File: config.mk
export PLATFORM = sky130hd
export DESIGN_NAME = serial_line_assembler_unit
export DESIGN_NICKNAME = d
export VERILOG_FILES = /design/src/sv/sla_pkg.sv /design/src/sv/sla_ctrl.sv /design/src/sv/sla_datapath.sv /design/src/sv/serial_line_assembler_unit.sv
export SDC_FILE = /design/constraint.sdc
export NUM_CORES = 1
export LEC_CHECK = 0
export BUFFER_PORTS_ARGS = -buffer_cell sky130_fd_sc_hd__buf_4
export CORE_MARGIN = 2
export CORE_UTILIZATION = 63
export CTS_CLUSTER_DIAMETER = 60
export CTS_CLUSTER_SIZE = 10
export DETAILED_ROUTE_END_ITERATION = 10
export PLACE_DENSITY = 0.78
export SETUP_SLACK_MARGIN = 0.4
export SYNTH_ARGS = -nofsm -noshare
export SYNTH_HDL_FRONTEND = slang
export SYNTH_HIERARCHICAL = 1
export SYNTH_SLANG_ARGS = --single-unit
File: constraint.sdc
create_clock -name aclk -period 4.1 [get_ports aclk]
set_input_delay 0.41 -clock aclk [delete_from_list [all_inputs] [get_ports aclk]]
set_output_delay 0.41 -clock aclk [all_outputs]
set_load 0.01 [all_outputs]
File: src/sv/sla_pkg.sv
// Shared types and constants for the serial line assembler.
// No dependencies; imported by sla_ctrl, sla_datapath and serial_line_assembler_unit.
package sla_pkg;

    localparam int unsigned CHAR_W = 8;

    localparam logic [CHAR_W-1:0] CH_NEWLINE = 8'h0A;
    localparam logic [CHAR_W-1:0] CH_RETURN  = 8'h0D;
    localparam logic [CHAR_W-1:0] CH_ZERO    = 8'h00;

    typedef enum logic [2:0] {
        ST_IDLE,
        ST_CALC,
        ST_READ,
        ST_LOAD,
        ST_EMPTY
    } sla_state_t;

    // controller -> datapath
    typedef struct packed {
        logic store_wr;       // append received character (dropped when full)
        logic line_start;     // capture emit length, clear fill state
        logic rd_en;          // read store at emit index
        logic out_load_byte;  // move read character into output register
        logic out_load_empty; // load the empty-line marker
    } sla_cmd_t;

    // datapath -> controller
    typedef struct packed {
        logic in_newline;     // received character is a newline
        logic fill_zero;      // store holds nothing
        logic line_none;      // nothing to emit after stripping
        logic idx_last;       // emit index is on the final character
        logic out_free;       // output register may take a new result
    } sla_sts_t;

endpackage

File: src/sv/sla_ctrl.sv
// Controller state machine for the serial line assembler.
// Depends on sla_pkg; drives the command struct of sla_datapath.
module sla_ctrl
    import sla_pkg::*;
(
    input  logic     aclk,
    input  logic     aresetn,
    input  logic     s_tvalid,
    output logic     s_tready,
    input  sla_sts_t sts,
    output sla_cmd_t cmd
);

    sla_state_t state_reg;
    sla_state_t state_next;

    always_ff @(posedge aclk) begin
        if (!aresetn) begin
            state_reg <= ST_IDLE;
        end else begin
            state_reg <= state_next;
        end
    end

    always_comb begin
        state_next = state_reg;
        cmd        = '0;
        s_tready   = 1'b0;
        case (state_reg)
            ST_IDLE: begin
                s_tready = 1'b1;
                if (s_tvalid) begin
                    if (!sts.in_newline) begin
                        cmd.store_wr = 1'b1;
                    end else if (!sts.fill_zero) begin
                        cmd.line_start = 1'b1;
                        state_next     = ST_CALC;
                    end
                end
            end
            ST_CALC: begin
                if (sts.line_none) begin
                    state_next = ST_EMPTY;
                end else begin
                    cmd.rd_en  = 1'b1;
                    state_next = ST_LOAD;
                end
            end
            ST_READ: begin
                cmd.rd_en  = 1'b1;
                state_next = ST_LOAD;
            end
            ST_LOAD: begin
                if (sts.out_free) begin
                    cmd.out_load_byte = 1'b1;
                    state_next        = sts.idx_last ? ST_IDLE : ST_READ;
                end
            end
            ST_EMPTY: begin
                if (sts.out_free) begin
                    cmd.out_load_empty = 1'b1;
                    state_next         = ST_IDLE;
                end
            end
            default: begin
                state_next = ST_IDLE;
            end
        endcase
    end

    // never overwrite a result that has not been taken
    a_load_when_free: assert property (@(posedge aclk) disable iff (!aresetn)
        (cmd.out_load_byte || cmd.out_load_empty) |-> sts.out_free)
        else $error("output register loaded while occupied");

endmodule

File: src/sv/sla_datapath.sv
// Datapath for the serial line assembler: line store, fill tracking, emit
// index and output register. Depends on sla_pkg; commanded by sla_ctrl.
module sla_datapath
    import sla_pkg::*;
#(
    parameter int unsigned MAX_LEN = 64
) (
    input  logic              aclk,
    input  logic              aresetn,
    input  logic [CHAR_W-1:0] s_tdata,
    input  logic              m_tready,
    output logic              m_tvalid,
    output logic [CHAR_W-1:0] m_tdata,
    output logic              m_tlast,
    output logic              m_tuser,
    input  sla_cmd_t          cmd,
    output sla_sts_t          sts
);

    localparam int unsigned DEPTH  = MAX_LEN - 1;
    localparam int unsigned ADDR_W = $clog2(DEPTH);
    localparam int unsigned CNT_W  = $clog2(MAX_LEN);
    localparam logic [CNT_W-1:0] DEPTH_C = CNT_W'(DEPTH);
    localparam logic [CNT_W-1:0] ONE_C   = CNT_W'(1);

    logic [CHAR_W-1:0] store_mem [DEPTH];
    logic [CHAR_W-1:0] rd_data_reg;

    logic [CNT_W-1:0] fill_count_reg, fill_count_next;
    logic             zero_seen_reg, zero_seen_next;
    logic [CNT_W-1:0] zero_pos_reg, zero_pos_next;
    logic             last_cr_reg, last_cr_next;
    logic [CNT_W-1:0] n_reg, n_next;
    logic [CNT_W-1:0] idx_reg, idx_next;

    logic              out_valid_reg, out_valid_next;
    logic [CHAR_W-1:0] out_byte_reg, out_byte_next;
    logic              out_last_reg, out_last_next;
    logic              out_empty_reg, out_empty_next;

    logic             wr_ok;
    logic [CNT_W-1:0] len;

    assign wr_ok = cmd.store_wr && (fill_count_reg < DEPTH_C);
    assign len   = fill_count_reg - CNT_W'(last_cr_reg);

    // line store: one write port, one registered read port
    always_ff @(posedge aclk) begin
        if (wr_ok) begin
            store_mem[fill_count_reg[ADDR_W-1:0]] <= s_tdata;
        end
        if (cmd.rd_en) begin
            rd_data_reg <= store_mem[idx_reg[ADDR_W-1:0]];
        end
    end

    always_comb begin
        fill_count_next = fill_count_reg;
        zero_seen_next  = zero_seen_reg;
        zero_pos_next   = zero_pos_reg;
        last_cr_next    = last_cr_reg;
        n_next          = n_reg;
        idx_next        = idx_reg;
        if (wr_ok) begin
            fill_count_next = fill_count_reg + ONE_C;
            last_cr_next    = (s_tdata == CH_RETURN);
            if (!zero_seen_reg && (s_tdata == CH_ZERO)) begin
                zero_seen_next = 1'b1;
                zero_pos_next  = fill_count_reg;
            end
        end
        if (cmd.line_start) begin
            // cut at the first zero if it lies inside the stripped line
            n_next          = (zero_seen_reg && (zero_pos_reg < len)) ? zero_pos_reg : len;
            idx_next        = '0;
            fill_count_next = '0;
            zero_seen_next  = 1'b0;
            last_cr_next    = 1'b0;
        end
        if (cmd.out_load_byte) begin
            idx_next = idx_reg + ONE_C;
        end
    end

    always_comb begin
        out_valid_next = out_valid_reg;
        out_byte_next  = out_byte_reg;
        out_last_next  = out_last_reg;
        out_empty_next = out_empty_reg;
        if (out_valid_reg && m_tready) begin
            out_valid_next = 1'b0;
        end
        if (cmd.out_load_byte) begin
            out_valid_next = 1'b1;
            out_byte_next  = rd_data_reg;
            out_last_next  = sts.idx_last;
            out_empty_next = 1'b0;
        end else if (cmd.out_load_empty) begin
            out_valid_next = 1'b1;
            out_byte_next  = CH_ZERO;
            out_last_next  = 1'b1;
            out_empty_next = 1'b1;
        end
    end

    always_ff @(posedge aclk) begin
        if (!aresetn) begin
            fill_count_reg <= '0;
            zero_seen_reg  <= 1'b0;
            last_cr_reg    <= 1'b0;
            out_valid_reg  <= 1'b0;
        end else begin
            fill_count_reg <= fill_count_next;
            zero_seen_reg  <= zero_seen_next;
            last_cr_reg    <= last_cr_next;
            out_valid_reg  <= out_valid_next;
        end
    end

    always_ff @(posedge aclk) begin
        zero_pos_reg  <= zero_pos_next;
        n_reg         <= n_next;
        idx_reg       <= idx_next;
        out_byte_reg  <= out_byte_next;
        out_last_reg  <= out_last_next;
        out_empty_reg <= out_empty_next;
    end

    assign sts.in_newline = (s_tdata == CH_NEWLINE);
    assign sts.fill_zero  = (fill_count_reg == '0);
    assign sts.line_none  = (n_reg == '0);
    assign sts.idx_last   = ((idx_reg + ONE_C) == n_reg);
    assign sts.out_free   = !out_valid_reg || m_tready;

    assign m_tvalid = out_valid_reg;
    assign m_tdata  = out_byte_reg;
    assign m_tlast  = out_last_reg;
    assign m_tuser  = out_empty_reg;

    a_fill_bound: assert property (@(posedge aclk) disable iff (!aresetn)
        fill_count_reg <= DEPTH_C)
        else $error("fill count beyond store depth");

    a_zero_inside: assert property (@(posedge aclk) disable iff (!aresetn)
        zero_seen_reg |-> (zero_pos_reg < fill_count_reg))
        else $error("first zero position outside stored characters");

    a_read_in_line: assert property (@(posedge aclk) disable iff (!aresetn)
        cmd.rd_en |-> (idx_reg < n_reg))
        else $error("store read beyond emitted line");

    a_empty_marker: assert property (@(posedge aclk) disable iff (!aresetn)
        cmd.out_load_empty |=> (m_tvalid && m_tlast && m_tuser))
        else $error("empty-line marker not presented as final result");

endmodule

File: src/sv/serial_line_assembler_unit.sv
// Top level of the serial line assembler: newline-delimited line framer.
// Depends on sla_pkg, sla_ctrl and sla_datapath.
//
//  channel | dir | tdata          | tlast      | tuser
//  --------+-----+----------------+------------+-----------
//  s_      | in  | rx_byte [7:0]  | -          | -
//  m_      | out | line_byte[7:0] | line_last  | line_empty
//
// Sequence: a character that is not a newline is stored in the cycle of its
//   transfer (dropped when the store is full); the block stays ready for the
//   next one straight away. A newline on an empty line is taken and dropped.
// A newline on a non-empty line holds input off while the line is emitted:
//   its transfer fixes the emit length, the calc state reads the first
//   character, then each character takes an output register load and all but
//   the last a further store read, set by the single registered read port of
//   the line store; an empty result takes the calc state and a marker load.
// Reset (aresetn low, synchronous) clears the fill count and output valid;
//   the store contents are left as they are and are never read unwritten.
// Stalls: m_tready low holds the current result; input resumes once the last
//   result is in the output register, even if it has not yet been taken.
module serial_line_assembler_unit
    import sla_pkg::*;
#(
    parameter int unsigned MAX_LEN = 64
) (
    input  logic              aclk,
    input  logic              aresetn,
    // received characters
    input  logic              s_tvalid,
    output logic              s_tready,
    input  logic [CHAR_W-1:0] s_tdata,   // [7:0] rx_byte
    // assembled line
    output logic              m_tvalid,
    input  logic              m_tready,
    output logic [CHAR_W-1:0] m_tdata,   // [7:0] line_byte
    output logic              m_tlast,   // line_last
    output logic              m_tuser    // [0] line_empty
);

    sla_cmd_t cmd;
    sla_sts_t sts;

    // sequencing: store on character, emit on newline
    sla_ctrl u_ctrl (
        .aclk     (aclk),
        .aresetn  (aresetn),
        .s_tvalid (s_tvalid),
        .s_tready (s_tready),
        .sts      (sts),
        .cmd      (cmd)
    );

    // line store, CR / zero tracking, output register
    sla_datapath #(
        .MAX_LEN (MAX_LEN)
    ) u_datapath (
        .aclk     (aclk),
        .aresetn  (aresetn),
        .s_tdata  (s_tdata),
        .m_tready (m_tready),
        .m_tvalid (m_tvalid),
        .m_tdata  (m_tdata),
        .m_tlast  (m_tlast),
        .m_tuser  (m_tuser),
        .cmd      (cmd),
        .sts      (sts)
    );

endmodule

==> results.rst <==
.. list-table::
   :header-rows: 1

   * - Metric
     - Value
   * - Start of the worst register-to-register path
     - u_datapath/fill_count_reg[0]$_SDFFE_PP0P_
   * - Internal reg-to-reg setup slack
     - 0.82 ns
   * - Sequential share of the synthesized area
     - around three quarters
   * - Number of synthesis warnings
     - 6
   * - Clock tree from TritonCTS
     - yes
   * - Total track usage
     - 28.2%
   * - Post-layout worst setup margin
     - around 0.8 ns
   * - Total half-perimeter wirelength after legalization and detailed placement
     - 30100 um
   * - Finish-stage setup viols
     - 0
   * - Floorplan core area
     - 34500 um^2
   * - Antenna viol nets, final
     - 0
   * - Clock-pin transition on the worst setup and hold timing paths
     - 0.06 ns
   * - Wire length after detailed routing
     - 49500 um
   * - Average vias per placed instance
     - 6.66
   * - Post-route fraction of the period consumed by the critical path
     - 80.1%
   * - Routed wire per std cell
     - 29.1 um
   * - Max-Slew Margin vs Limit
     - 28.6%
   * - Remaining Overflow, GRT
     - 0
   * - Commonest non-fill, non-tap cells in the layout
     - sky130_fd_sc_hd__edfxtp_1, sky130_fd_sc_hd__mux4_2, sky130_fd_sc_hd__nor2_1, sky130_fd_sc_hd__clkbuf_16, sky130_fd_sc_hd__buf_4
   * - Crit path capture type
     - register
   * - Hold path depth
     - 2
   * - FP Rows
     - 68
   * - Post-route DRC violation count
     - 0
   * - Inserted Diodes
     - 0
   * - Clock latency at the later pin of the worst-skew pair
     - 0.59 ns
   * - Cell Area, Placed
     - 22800 um^2
   * - Post-CTS Setup Inserts
     - 0
   * - Via count of the routed design
     - 11338
   * - Final std cells w/o fill
     - 1702
   * - Gate family responsible for the most delay along the worst path
     - compound AO/OA/AOI/OAI gates
   * - Die outline width
     - 191 um
   * - Hold Worst Slack
     - approximately 0.11 ns
   * - Buf/Inv on CP
     - 1
   * - Max Freq
     - a little over 300 MHz
   * - Global-route wire length before repair
     - 73800 um
   * - Top_reg_cell synth
     - sky130_fd_sc_hd__edfxtp_1
   * - Antenna violations before repair
     - 0
   * - IO buf count
     - 23
   * - Die Span Y
     - around 190 um
   * - Largest net degree at the start of global routing
     - between 60 and 70
   * - VDD IR-drop max
     - 393 uV
   * - Stage delay of the slowest cell on the critical path
     - approximately 0.97 ns
   * - Hold-fix buffers, CTS
     - 0
   * - Highest fanout seen on the critical path
     - 6
   * - Yosys cell types
     - a little under 60
   * - Number of resized instances in the post-cts repair step
     - 0
   * - Unrepaired setup endpoints after global routing
     - no
   * - Initial Util
     - 63.9%
   * - Post-Syn Area per Cell
     - 19.5 um^2
   * - Weighted congestion at the end of routability-driven global placement
     - 0.843
   * - Placed cell count
     - 1586
   * - Endpoints failing hold
     - 0
   * - Proportion of register bits with asynchronous set or reset after synthesis
     - 0%
   * - RR Endpoint
     - u_datapath/n_reg[0]$_DFFE_PP_
   * - Worst min-delay path endpoint
     - u_datapath/m_tvalid$_SDFFE_PN0P_
   * - Clock tree root buffer cell
     - sky130_fd_sc_hd__clkbuf_16
   * - Number of clock buffers inserted by TritonCTS
     - 61
   * - Type of the worst min-delay path
     - in2reg
   * - Buffer depth of the longest clock path
     - 3
   * - Post-route cell area
     - ~25000 um^2
   * - Finished Core Util
     - 71.3%
   * - Ordered cell list for the critical path
     - inv_1, ha_1, nor3b_1, xnor2_1, ha_1, a21o_1, a21o_1, a2111oi_2, mux2i_1
   * - Run status
     - completed
   * - Max-capacitance violation count
     - 0
   * - Least-Margin Pin Slew
     - between 1 and 1.5 ns
   * - Most common cell after layout, fill and taps aside
     - sky130_fd_sc_hd__edfxtp_1
   * - Slew Viols, Final
     - 0
   * - Fin Clk Skew
     - 0.00931 ns
   * - Number of flip-flops in the largest register
     - 504
   * - Ratio of cells with drive above 1 in the final layout
     - slightly above 20%
   * - Worst setup path category
     - reg2reg
   * - Area of the die
     - 36500 um^2
   * - Number of flops mapped to enable cells by yosys
     - 539
   * - Nets in the synthesized netlist
     - roughly 1200
   * - Netlist Area Pre-Place
     - between 20000 and 25000 um^2
   * - Worst path required time
     - 4.39 ns
   * - WP data arrival
     - 3.57 ns
   * - Iteration-0 DRC Markers
     - 1363
   * - Area added between synthesis and finish
     - 11.6%
   * - Detailed-routing iteration count for the pre-antenna-repair pass
     - 5
   * - Top-Level Pins
     - 24
   * - CTS sink count
     - about 550
   * - Worst setup SP type
     - register
   * - Via count of the first global-routing pass
     - between 10000 and 15000
   * - Standby leakage power
     - around 7.6 nW
   * - Pre-CTS setup slack
     - 0.629 ns
   * - Standard cell with the maximum stage delay on the critical path
     - sky130_fd_sc_hd__a2111oi_2
   * - Post-synthesis cell count
     - 1131
   * - Total negative slack
     - 0 ns
   * - Worst Min Path Start
     - aresetn
   * - R2r worst-path depth
     - 9
   * - Post-synthesis sequential element count
     - 552
   * - Level count of the clock H-tree
     - 2
   * - Sum of internal, switching and leakage power
     - 11.5 mW
   * - Min Tclk post-route
     - 3.28 ns
   * - Nets
     - 1216
   * - Power per cell area
     - roughly 470 nW/um^2
==> synthesized netlist by cell type (3+ instances only) <==
cell type	number	area (um^2)
sky130_fd_sc_hd__edfxtp_1	539	16200
sky130_fd_sc_hd__mux4_2	116	2610
sky130_fd_sc_hd__nor2_1	90	338
sky130_fd_sc_hd__mux2i_1	50	500
sky130_fd_sc_hd__nand2_1	28	105
sky130_fd_sc_hd__clkbuf_1	27	101
sky130_fd_sc_hd__nand3_1	16	80.1
sky130_fd_sc_hd__nor2b_1	15	93.8
sky130_fd_sc_hd__inv_1	14	52.6
sky130_fd_sc_hd__a21oi_1	13	65.1
sky130_fd_sc_hd__a22oi_1	13	97.6
sky130_fd_sc_hd__buf_2	13	65.1
sky130_fd_sc_hd__dfxtp_1	13	260
sky130_fd_sc_hd__nor3_1	13	65.1
sky130_fd_sc_hd__and2_1	12	75.1
sky130_fd_sc_hd__buf_4	11	82.6
sky130_fd_sc_hd__ha_1	10	125
sky130_fd_sc_hd__o21ai_0	10	50.1
sky130_fd_sc_hd__o22ai_1	10	62.6
sky130_fd_sc_hd__nand2b_1	9	56.3
sky130_fd_sc_hd__xnor2_1	9	78.8
sky130_fd_sc_hd__xor2_1	9	78.8
sky130_fd_sc_hd__mux2_2	8	90.1
sky130_fd_sc_hd__a211o_1	7	61.3
sky130_fd_sc_hd__a221o_1	6	60.1
sky130_fd_sc_hd__a21o_1	5	37.5
sky130_fd_sc_hd__nand3b_1	5	37.5
sky130_fd_sc_hd__o221ai_1	5	43.8
sky130_fd_sc_hd__buf_1	4	15.0
sky130_fd_sc_hd__or3_1	4	25.0
sky130_fd_sc_hd__a21boi_0	3	22.5
sky130_fd_sc_hd__buf_6	3	33.8
sky130_fd_sc_hd__nor3b_1	3	22.5
sky130_fd_sc_hd__o41a_1	3	33.8
sky130_fd_sc_hd__or3b_1	3	26.3
==> cells by family (layout without fill, tap and decap cells) <==
kind of cell	count (synthesis)	in the layout	synth area share, %
xor+xnor	18	18	0.716
compound gates	92	92	3.14
simple gates	212	212	4.70
fa+ha+maj	10	10	0.568
mux	174	174	14.6
buf+inv	73	189	1.61
flops	552	552	74.7
==> worst register-to-register path, stage by stage (launching register included) <==
cell                        delay (ns)
sky130_fd_sc_hd__dfxtp_1          0.34
sky130_fd_sc_hd__inv_1            0.14
sky130_fd_sc_hd__ha_1             0.19
sky130_fd_sc_hd__nor3b_1          0.29
sky130_fd_sc_hd__xnor2_1          0.20
sky130_fd_sc_hd__ha_1             0.29
sky130_fd_sc_hd__a21o_1           0.18
sky130_fd_sc_hd__a21o_1           0.18
sky130_fd_sc_hd__a2111oi_2        0.97
sky130_fd_sc_hd__mux2i_1          0.20
==> power breakdown <==
| group | leakage (nW) | internal [mW] | switching [mW] |
|---|---|---|---|
| logic | 1.74 | 0.0588 | 0.191 |
| registers | 5.00 | 6.23 | 0.0181 |
| clock network | 0.861 | 2.94 | 2.02 |
| total | 7.60 | 9.23 | 2.23 |
==> cell type report <==
cell class,instances,area [um^2]
inverter,14,52.6
fill,2028,9880
clock inverter,2,38.8
tap,455,569
sequential,552,16400
timing repair buffer,59,480
multi-input combinational,506,5210
clock buffer,114,1780
==> per-layer routing <==
layer / track usage [%] / up-vias / share of wire, %
met5: 0 / - / 0
met4: 10.1 / 0 / 3.7
met3: 5.31 / 106 / 9.9
met2: 43.9 / 663 / 47
met1: 41.0 / 5836 / 39
li1: - / 4733 / -
==> how the worst max path moves through the flow <==
stage / from / end / slack [ns] / depth (start not counted)
after floorplan: u_datapath/fill_count_reg[0]$_SDFFE_PP0P_ / u_datapath/n_reg[0]$_DFFE_PP_ / 1.23 / 9
after global placement: s_tdata[4] / u_datapath/store_mem[56][0]$_DFFE_PP_ / 0.73 / 8
after detailed placement: s_tdata[4] / u_datapath/store_mem[8][7]$_DFFE_PP_ / 0.63 / 8
after CTS: u_datapath/fill_count_reg[0]$_SDFFE_PP0P_ / u_datapath/n_reg[0]$_DFFE_PP_ / 0.80 / 9
after global routing: u_datapath/fill_count_reg[0]$_SDFFE_PP0P_ / u_datapath/n_reg[1]$_DFFE_PP_ / 0.60 / 9
final: u_datapath/fill_count_reg[0]$_SDFFE_PP0P_ / u_datapath/n_reg[0]$_DFFE_PP_ / 0.82 / 9
Note: power is estimated with default switching activity, not from simulation.
